===== src/hw/rtl/sef_pkg.sv =====
// sef_pkg: shared types and constants for the stereo envelope follower
// depends on nothing; imported by every module of the block

package sef_pkg;

  localparam int SEF_NUM_CHANNELS = 2;
  localparam int CFG_IDX_W        = 3;

  localparam logic [15:0] PRE_GAIN_RST  = 16'd4096;
  localparam logic [31:0] ONE_Q24       = 32'd16777216;
  localparam logic [31:0] OUT_RANGE_RST = ONE_Q24;

  // configuration register indexes
  typedef enum logic [CFG_IDX_W-1:0] {
    REG_PRE_GAIN     = 3'd0,
    REG_ATTACK_COEF  = 3'd1,
    REG_RELEASE_COEF = 3'd2,
    REG_OUT_START    = 3'd3,
    REG_OUT_RANGE    = 3'd4
  } cfg_idx_t;

  typedef struct packed {
    logic        channel;
    logic [15:0] sample;
  } sef_in_t;

  typedef struct packed {
    logic        out_channel;
    logic [31:0] mapped_value;
    logic [31:0] envelope;
  } sef_out_t;

  typedef struct packed {
    logic [15:0] pre_gain;
    logic [15:0] attack_coef;
    logic [15:0] release_coef;
    logic [31:0] out_start;
    logic [31:0] out_range;
  } sef_cfg_t;

  typedef enum logic [2:0] {
    ST_IDLE,
    ST_GAIN,
    ST_SQUARE,
    ST_DIFF,
    ST_SCALE,
    ST_UPDATE,
    ST_MAP,
    ST_SUM
  } sef_state_t;

  typedef enum logic [3:0] {
    OP_NONE,
    OP_LOAD,
    OP_GAIN,
    OP_SQUARE,
    OP_DIFF,
    OP_SCALE,
    OP_UPDATE,
    OP_MAP,
    OP_SUM
  } sef_op_t;

  typedef struct packed {
    sef_op_t op;
    logic    out_load;
  } sef_cmd_t;

endpackage


===== src/hw/rtl/sef_cfg_regs.sv =====
// sef_cfg_regs: configuration register file of the envelope follower
// depends on sef_pkg

module sef_cfg_regs (
  input  logic                          clk,
  input  logic                          rst_n,
  input  logic                          cfg_valid,
  output logic                          cfg_ready,
  input  logic [sef_pkg::CFG_IDX_W-1:0] cfg_index,
  input  logic [31:0]                   cfg_data,
  output sef_pkg::sef_cfg_t             cfg
);
  import sef_pkg::*;

  sef_cfg_t cfg_r;

  assign cfg_ready = 1'b1;
  assign cfg       = cfg_r;

  always_ff @(posedge clk) begin
    if (!rst_n) begin
      cfg_r.pre_gain     <= PRE_GAIN_RST;
      cfg_r.attack_coef  <= '0;
      cfg_r.release_coef <= '0;
      cfg_r.out_start    <= '0;
      cfg_r.out_range    <= OUT_RANGE_RST;
    end else if (cfg_valid && cfg_ready) begin
      case (cfg_index)
        REG_PRE_GAIN:     cfg_r.pre_gain     <= cfg_data[15:0];
        REG_ATTACK_COEF:  cfg_r.attack_coef  <= cfg_data[15:0];
        REG_RELEASE_COEF: cfg_r.release_coef <= cfg_data[15:0];
        REG_OUT_START:    cfg_r.out_start    <= cfg_data;
        REG_OUT_RANGE:    cfg_r.out_range    <= cfg_data;
        default: ;
      endcase
    end
  end

endmodule


===== src/hw/rtl/sef_dp.sv =====
// sef_dp: datapath with one shared 33x33 signed multiplier, envelope store
// and result register; depends on sef_pkg, driven by sef_ctrl commands

module sef_dp #(
  parameter int NUM_CHANNELS = sef_pkg::SEF_NUM_CHANNELS
) (
  input  logic              clk,
  input  logic              rst_n,
  input  sef_pkg::sef_cmd_t cmd,
  input  sef_pkg::sef_cfg_t cfg,
  input  sef_pkg::sef_in_t  in_data,
  output sef_pkg::sef_out_t out_data
);
  import sef_pkg::*;

  localparam int IDX_W = (NUM_CHANNELS > 1) ? $clog2(NUM_CHANNELS) : 1;

  logic                 ch_r;
  logic [IDX_W-1:0]     idx_r;
  logic [15:0]          mag_r;
  logic signed [65:0]   prod_r;
  logic [31:0]          pw_r;
  logic [31:0]          diff_r;
  logic                 rise_r;
  logic [31:0]          env_r;
  logic [31:0]          env_mem_r [NUM_CHANNELS];
  sef_out_t             out_r;

  logic signed [32:0]   mul_a;
  logic signed [32:0]   mul_b;
  logic signed [65:0]   mul_p;
  logic [15:0]          mag_in;
  logic [IDX_W-1:0]     idx_in;
  logic [31:0]          pw_sat;
  logic [31:0]          env_old;
  logic [31:0]          step;
  logic [31:0]          env_nxt;
  logic [24:0]          env_clamp;
  logic signed [32:0]   term;
  logic signed [33:0]   sum;
  logic [31:0]          mapped;

  assign out_data = out_r;

  // operand select for the shared multiplier
  always_comb begin
    mul_a = '0;
    mul_b = '0;
    case (cmd.op)
      OP_GAIN: begin
        mul_a = $signed({17'd0, mag_r});
        mul_b = $signed({17'd0, cfg.pre_gain});
      end
      OP_SQUARE: begin
        mul_a = $signed({1'b0, prod_r[31:0]});
        mul_b = $signed({1'b0, prod_r[31:0]});
      end
      OP_SCALE: begin
        mul_a = $signed({17'd0, rise_r ? cfg.attack_coef : cfg.release_coef});
        mul_b = $signed({1'b0, diff_r});
      end
      OP_MAP: begin
        mul_a = $signed({8'd0, env_clamp});
        mul_b = $signed({cfg.out_range[31], cfg.out_range});
      end
      default: ;
    endcase
  end

  assign mul_p = mul_a * mul_b;

  always_comb begin
    mag_in = in_data.sample[15] ? (~in_data.sample + 16'd1) : in_data.sample;
    if (int'(in_data.channel) < NUM_CHANNELS) begin
      idx_in = IDX_W'(in_data.channel);
    end else begin
      idx_in = IDX_W'(NUM_CHANNELS - 1);
    end
    // square is Q10.54; keep Q8.24, saturate above 32 bits
    pw_sat    = (|prod_r[63:62]) ? 32'hFFFF_FFFF : prod_r[61:30];
    env_old   = env_mem_r[idx_r];
    step      = prod_r[47:16];
    env_nxt   = rise_r ? (pw_r - step) : (pw_r + step);
    env_clamp = (env_r > ONE_Q24) ? ONE_Q24[24:0] : env_r[24:0];
    // arithmetic shift gives floor, matching the rounding of negative products
    term      = prod_r[56:24];
    sum       = 34'(signed'(cfg.out_start)) + 34'(term);
    if (sum[33:31] == 3'b000 || sum[33:31] == 3'b111) begin
      mapped = sum[31:0];
    end else if (sum[33]) begin
      mapped = 32'h8000_0000;
    end else begin
      mapped = 32'h7FFF_FFFF;
    end
  end

  always_ff @(posedge clk) begin
    case (cmd.op)
      OP_LOAD: begin
        ch_r  <= in_data.channel;
        idx_r <= idx_in;
        mag_r <= mag_in;
      end
      OP_GAIN, OP_SQUARE, OP_SCALE, OP_MAP: begin
        prod_r <= mul_p;
      end
      OP_DIFF: begin
        pw_r   <= pw_sat;
        rise_r <= pw_sat > env_old;
        diff_r <= (pw_sat > env_old) ? (pw_sat - env_old) : (env_old - pw_sat);
      end
      OP_UPDATE: begin
        env_r <= env_nxt;
      end
      default: ;
    endcase
    if (cmd.out_load) begin
      out_r.out_channel  <= ch_r;
      out_r.mapped_value <= mapped;
      out_r.envelope     <= env_r;
    end
  end

  always_ff @(posedge clk) begin
    if (!rst_n) begin
      for (int i = 0; i < NUM_CHANNELS; i++) begin
        env_mem_r[i] <= '0;
      end
    end else if (cmd.op == OP_UPDATE) begin
      env_mem_r[idx_r] <= env_nxt;
    end
  end

endmodule


===== src/hw/rtl/sef_ctrl.sv =====
// sef_ctrl: sequencer of the envelope follower and result valid flag
// depends on sef_pkg; issues commands to sef_dp

module sef_ctrl (
  input  logic              clk,
  input  logic              rst_n,
  input  logic              in_valid,
  output logic              in_stall,
  output logic              out_valid,
  input  logic              out_stall,
  output sef_pkg::sef_cmd_t cmd
);
  import sef_pkg::*;

  sef_state_t state_r;
  sef_state_t state_nxt;
  logic       out_valid_r;
  logic       out_valid_nxt;
  logic       out_free;

  assign in_stall  = (state_r != ST_IDLE);
  assign out_valid = out_valid_r;
  assign out_free  = !out_valid_r || !out_stall;

  always_ff @(posedge clk) begin
    if (!rst_n) begin
      state_r     <= ST_IDLE;
      out_valid_r <= 1'b0;
    end else begin
      state_r     <= state_nxt;
      out_valid_r <= out_valid_nxt;
    end
  end

  always_comb begin
    state_nxt    = state_r;
    cmd.op       = OP_NONE;
    cmd.out_load = 1'b0;
    case (state_r)
      ST_IDLE: begin
        if (in_valid) begin
          cmd.op    = OP_LOAD;
          state_nxt = ST_GAIN;
        end
      end
      ST_GAIN: begin
        cmd.op    = OP_GAIN;
        state_nxt = ST_SQUARE;
      end
      ST_SQUARE: begin
        cmd.op    = OP_SQUARE;
        state_nxt = ST_DIFF;
      end
      ST_DIFF: begin
        cmd.op    = OP_DIFF;
        state_nxt = ST_SCALE;
      end
      ST_SCALE: begin
        cmd.op    = OP_SCALE;
        state_nxt = ST_UPDATE;
      end
      ST_UPDATE: begin
        cmd.op    = OP_UPDATE;
        state_nxt = ST_MAP;
      end
      ST_MAP: begin
        cmd.op    = OP_MAP;
        state_nxt = ST_SUM;
      end
      ST_SUM: begin
        cmd.op = OP_SUM;
        // wait here until the result register can take the item
        if (out_free) begin
          cmd.out_load = 1'b1;
          state_nxt    = ST_IDLE;
        end
      end
      default: state_nxt = ST_IDLE;
    endcase

    out_valid_nxt = out_valid_r && out_stall;
    if (cmd.out_load) begin
      out_valid_nxt = 1'b1;
    end
  end

`ifndef SYNTHESIS
  a_no_overwrite: assert property (@(posedge clk) disable iff (!rst_n)
    cmd.out_load |-> (!out_valid_r || !out_stall))
    else $error("result register overwritten while a result is pending");

  a_accept_starts: assert property (@(posedge clk) disable iff (!rst_n)
    (in_valid && !in_stall) |=> (state_r == ST_GAIN))
    else $error("accepted item did not start the sequence");

  a_sum_holds: assert property (@(posedge clk) disable iff (!rst_n)
    (state_r == ST_SUM && out_valid_r && out_stall) |=> (state_r == ST_SUM && out_valid_r))
    else $error("finished item dropped while output stalled");
`endif

endmodule


===== src/hw/rtl/stereo_envelope_follower_unit.sv =====
// stereo_envelope_follower_unit: top level of the envelope follower
// depends on sef_pkg, sef_cfg_regs, sef_ctrl and sef_dp

// Each item is taken in IDLE and then passes the states GAIN, SQUARE, DIFF,
// SCALE, UPDATE, MAP and SUM: four passes through a single shared 33x33
// multiplier (gain, square, coefficient scale, output map) with subtract and
// saturate steps between them, and a final add-and-saturate. SUM waits while
// the output is stalled; the result is valid once loaded into the output
// register. Items are taken one at a time; the finished result sits in an
// output register, so the next item is taken while it waits. The per-channel
// envelope store clears at reset. Configuration writes are always ready and
// must only be made while the block is idle.

module stereo_envelope_follower_unit #(
  parameter int NUM_CHANNELS = sef_pkg::SEF_NUM_CHANNELS
) (
  input  logic                          clk,
  input  logic                          rst_n,
  input  logic                          in_valid,
  output logic                          in_stall,
  input  sef_pkg::sef_in_t              in_data,
  output logic                          out_valid,
  input  logic                          out_stall,
  output sef_pkg::sef_out_t             out_data,
  input  logic                          cfg_valid,
  output logic                          cfg_ready,
  input  logic [sef_pkg::CFG_IDX_W-1:0] cfg_index,
  input  logic [31:0]                   cfg_data
);
  import sef_pkg::*;

  sef_cfg_t cfg;
  sef_cmd_t cmd;

  sef_cfg_regs u_cfg (
    .clk       (clk),
    .rst_n     (rst_n),
    .cfg_valid (cfg_valid),
    .cfg_ready (cfg_ready),
    .cfg_index (cfg_index),
    .cfg_data  (cfg_data),
    .cfg       (cfg)
  );

  sef_ctrl u_ctrl (
    .clk       (clk),
    .rst_n     (rst_n),
    .in_valid  (in_valid),
    .in_stall  (in_stall),
    .out_valid (out_valid),
    .out_stall (out_stall),
    .cmd       (cmd)
  );

  sef_dp #(
    .NUM_CHANNELS (NUM_CHANNELS)
  ) u_dp (
    .clk      (clk),
    .rst_n    (rst_n),
    .cmd      (cmd),
    .cfg      (cfg),
    .in_data  (in_data),
    .out_data (out_data)
  );

endmodule

===== config.mk =====
export PLATFORM = sky130hd
export DESIGN_NAME = stereo_envelope_follower_unit
export DESIGN_NICKNAME = d
export VERILOG_FILES = /design/src/hw/rtl/sef_pkg.sv /design/src/hw/rtl/sef_cfg_regs.sv /design/src/hw/rtl/sef_dp.sv /design/src/hw/rtl/sef_ctrl.sv /design/src/hw/rtl/stereo_envelope_follower_unit.sv
export SDC_FILE = /design/constraint.sdc
export NUM_CORES = 2
export LEC_CHECK = 0
export ABC_AREA = 1
export BUFFER_PORTS_ARGS = -buffer_cell sky130_fd_sc_hd__buf_2
export CAP_MARGIN = 10
export CORE_UTILIZATION = 57
export DETAILED_ROUTE_END_ITERATION = 10
export GPL_TIMING_DRIVEN = 0
export PLACE_DENSITY = 0.73
export SLEW_MARGIN = 20
export SYNTH_ARGS = -nofsm -noshare
export SYNTH_HDL_FRONTEND = slang
export SYNTH_SLANG_ARGS = --single-unit

===== constraint.sdc =====
create_clock -name clk -period 9.7 [get_ports clk]
set_input_delay 0.485 -clock clk [delete_from_list [all_inputs] [get_ports clk]]
set_output_delay 0.485 -clock clk [all_outputs]
set_load 0.03 [all_outputs]

==> metrics.md <==
| Metric | Value |
|---|---|
| RePlAce Congestion | `1.10` |
| Arrival time at the worst endpoint | `approximately 9.9 ns` |
| Ports | `125` |
| Detailed-route DRC error count | `0` |
| Synth Register Bits | `about 420` |
| Final setup viols | `0` |
| Inserted Clock Buffers | `40` |
| Critical Path RT | `between 10 and 15 ns` |
| Unrepaired setup endpoints after global routing | `true` |
| CTS tree | `yes` |
| Internal power | `9.50 mW` |
| Most frequent CP cell | `inv_1` |
| Worst hold slack | `0.111 ns` |
| TritonRoute pass-1 iters | `7` |
| Post-Synthesis Cell Area | `61,500 µm²` |
| Post-route cell area | `66,500 µm²` |
| Comb pwr share | `80.3%` |
| Max-slew headroom at the worst pin | `approximately a third` |
| Dpl cell area | `roughly 64,000 µm²` |
| Core area | `roughly 110,000 µm²` |
| CP Capture Type | `flip-flop` |
| DIE AREA | `109,000 µm²` |
| Worst slew pin tran | `0.994 ns` |
| Critical Path Fanout Max | `10` |
| Period utilisation layout | `98.9%` |
| Hold Vio Cnt, Final | `0` |
| FFs w/ async S/R, synth | `0%` |
| Status | `finished clean` |
| Setup TNS | `0 ns` |
| Final setup margin | `0.108 ns` |
| Vias | `about 56,000` |
| Critical path class | `reg -> reg` |
| # Max-Cap Violations | `0` |
| R2r worst-path depth | `37` |
| Static leakage | `32.5 nW` |
| Hold Buf Count CTS | `0` |
| Pwr per Cell Area | `~380 nW/µm²` |
| Global-route wire length before repair | `between 300,000 and 400,000 µm` |
| Post-synth EDFFs | `307` |
| Number of global-route vias before repair | `52,580` |
| Clock power frac | `around 6.5%` |
| Row count | `120` |
| Fmax | `104 MHz` |
| Syn_area_per_cell | `8.00 µm²` |
| Layout cells sized above 1 | `8.01%` |
| Dpl cells | `9,229` |
| Routed vias/inst | `5.99` |
| Finished Layout Cells | `9,340` |
| Root Driver | `clkbuf_16` |
| WHS Path Cells | `1` |
| Area grow syn2layout | `8.14%` |
| Iter 0 DRT Violations | `7,831` |
| CTS Sinks | `about 420` |
| Nets | `about 9,300` |
| Worst-path clk slew | `0.07 ns` |
| Min-delay worst type | `in -> reg` |
| Longest Clk Path Bufs | `3` |
| CTS H-tree lvls | `2` |
| Final Max Tran Viols | `0` |
| Die Ht | `approximately 330 µm` |
| GRT Util Overall | `46.0%` |
| Final wirelength | `253,000 µm` |
| Synth unique cells | `54` |
| Gate count of the mapped netlist | `7,687` |
| Synth Warn # | `0` |
| Worst-Skew Late Latency | `0.60 ns` |
| Worst VDD drop | `between 0.0003 and 0.0004 V` |
| Switching Share | `62.0%` |
| Slowest cell on the critical path | `fa_1` |
| Overflow after GRT | `0` |
| Die width | `330 µm` |
| Initial antenna violation count | `16` |
| Minimum clock period | `9.59 ns` |
| DR WL/cell | `27.1 µm` |
| Clk_skew | `approximately 0.041 ns` |
| Sequential group share of total power | `13.2%` |
| Net Switching | `around 15 mW` |
| Buffers on Ports | `121` |
| CP peak stage delay | `0.60 ns` |
| Place WS | `-0.377 ns` |
| Initial Util | `57.4%` |
| Seq/Total Area, Yosys | `about a fifth` |
| Remaining antenna violation count | `0` |
| Post-Syn Nets | `9,098` |
| Largest net degree at the start of global routing | `33` |
| Synth Flop Type | `edfxtp_1` |
| Dpl hpwl | `215,000 µm` |
| Startpoint types | `flip-flop` |
metrics by stage:
step | utilization [%] | total power [mW]
after global routing | 62.1 | 26.1
after floorplan | - | 14.2
after global placement | 59.6 | 21.6
final | 62.1 | 25.0
after CTS | 61.3 | 23.7
after detailed placement | 59.9 | 21.8
worst paths after layout:
kind | startpoint | end | slack [ns]
max | u_ctrl.state_r[1]$_SDFFE_PN0P_ | u_dp.prod_r[42]$_DFFE_PN_ | 0.11
min | in_data[0] | u_dp.mag_r[0]$_DFFE_PN_ | 0.11
max reg2reg | u_ctrl.state_r[1]$_SDFFE_PN0P_ | u_dp.prod_r[42]$_DFFE_PN_ | 0.11
min reg2reg | u_cfg.cfg[35]$_SDFFE_PN0P_ | u_cfg.cfg[35]$_SDFFE_PN0P_ | 0.45
timing repair:
item	CTS	global route
resized for setup	39	185
hold endpoints to repair	0	0
setup buffers	5	22
endpoints found under the setup margin	32	42
pin swaps	2	15
power groups by stage:
stage | Clock, mW | Sequential [mW] | Combinational (mW)
4_1_cts | 1.63 | 3.25 | 18.8
3_3_place_gp | 0 | 3.35 | 18.3
2_1_floorplan | 0 | 3.01 | 11.1
6_report | 1.63 | 3.30 | 20.1
3_5_place_dp | 0 | 3.28 | 18.6
5_1_grt | 1.70 | 3.28 | 21.1
worst max-delay path, delay by kind of cell (launching register included):
family	cells	cell delay (ns)
adder cells (fa/ha/maj)	10	4.82
AND/OR/NAND/NOR	11	1.95
buffers and inverters	13	1.39
AO/OA/AOI/OAI	2	0.66
flip-flops	1	0.36
XOR/XNOR	1	0.09
registers in the layout (all words and copies together), names as in the netlist, 3 cells and up, named ones only:
signal	count
u_cfg.cfg	112
u_ctrl.state_r	3
u_dp.diff_r	32
u_dp.env_mem_r	64
u_dp.env_r	32
u_dp.mag_r	16
u_dp.out_data	65
u_dp.prod_r	64
u_dp.pw_r	32
area by class of cell:
class,instances,area (µm²)
clock inverter,15,140
inverter,1676,6330
multi-input combinational,5301,42800
antenna,11,27.5
tap,1403,1760
buffer,286,1580
clock buffer,58,1180
sequential,424,11600
timing repair buffer,166,1090
fill,9721,40600
cell usage after synthesis (9+ instances only):
cell / instances / area [µm²]
inv_1: 1642 / 6160
nand2_1: 1597 / 5990
fa_1: 932 / 18700
a21oi_1: 701 / 3510
nor2_1: 663 / 2490
ha_1: 422 / 5280
o21ai_0: 322 / 1610
edfxtp_1: 307 / 9220
nand3_1: 191 / 956
xor2_1: 140 / 1230
buf_2: 123 / 616
dfxtp_1: 117 / 2340
clkbuf_1: 102 / 383
buf_4: 45 / 338
nand4_1: 43 / 269
nor3_1: 37 / 185
inv_2: 30 / 113
xnor2_1: 29 / 254
nand3_2: 24 / 240
o21bai_1: 24 / 180
nand2_2: 23 / 144
a21o_1: 19 / 143
nor4_1: 15 / 93.8
nor2_2: 14 / 87.6
o21a_1: 14 / 105
nand3b_1: 10 / 75.1
or2_2: 10 / 62.6
a21oi_2: 9 / 78.8
nor2_4: 9 / 101
o211ai_1: 9 / 67.6
o21ai_1: 9 / 45.0
cells in the final DEF (no fill, tap or decap), types with 26 or more instances in the layout:
master	count
a21oi_1	690
buf_2	212
buf_4	83
clkbuf_1	105
clkbuf_16	44
dfxtp_1	117
edfxtp_1	307
fa_1	924
ha_1	421
inv_1	1635
inv_2	26
nand2_1	1589
nand3_1	177
nand4_1	43
nor2_1	634
nor2_4	28
nor3_1	32
o21ai_0	312
xnor2_1	29
xor2_1	140
kinds of logic after synthesis:
logic type | share of synthesized area [%]
AND/OR/NAND/NOR | 17.6
buffers and inverters | 12.6
adder cells (fa/ha/maj) | 38.9
AO/OA/AOI/OAI | 9.63
flip-flops | 18.8
XOR/XNOR | 2.41
other | 0.00610
multiplexers | 0.0163
per-layer routing:
| metal | wire length (µm) | part of all wire (%) | global-route usage (%) | vias up |
|---|---|---|---|---|
| met4 | 13200 | 5.2 | 19.7 | 18 |
| met2 | 103000 | 41 | 63.9 | 4004 |
| met5 | 551 | 0.22 | 2.09 | - |
| li1 | - | - | - | 23968 |
| met3 | 39500 | 16 | 18.7 | 744 |
| met1 | 96900 | 38 | 62.9 | 27187 |
Note: power is estimated with default switching activity, not from simulation.
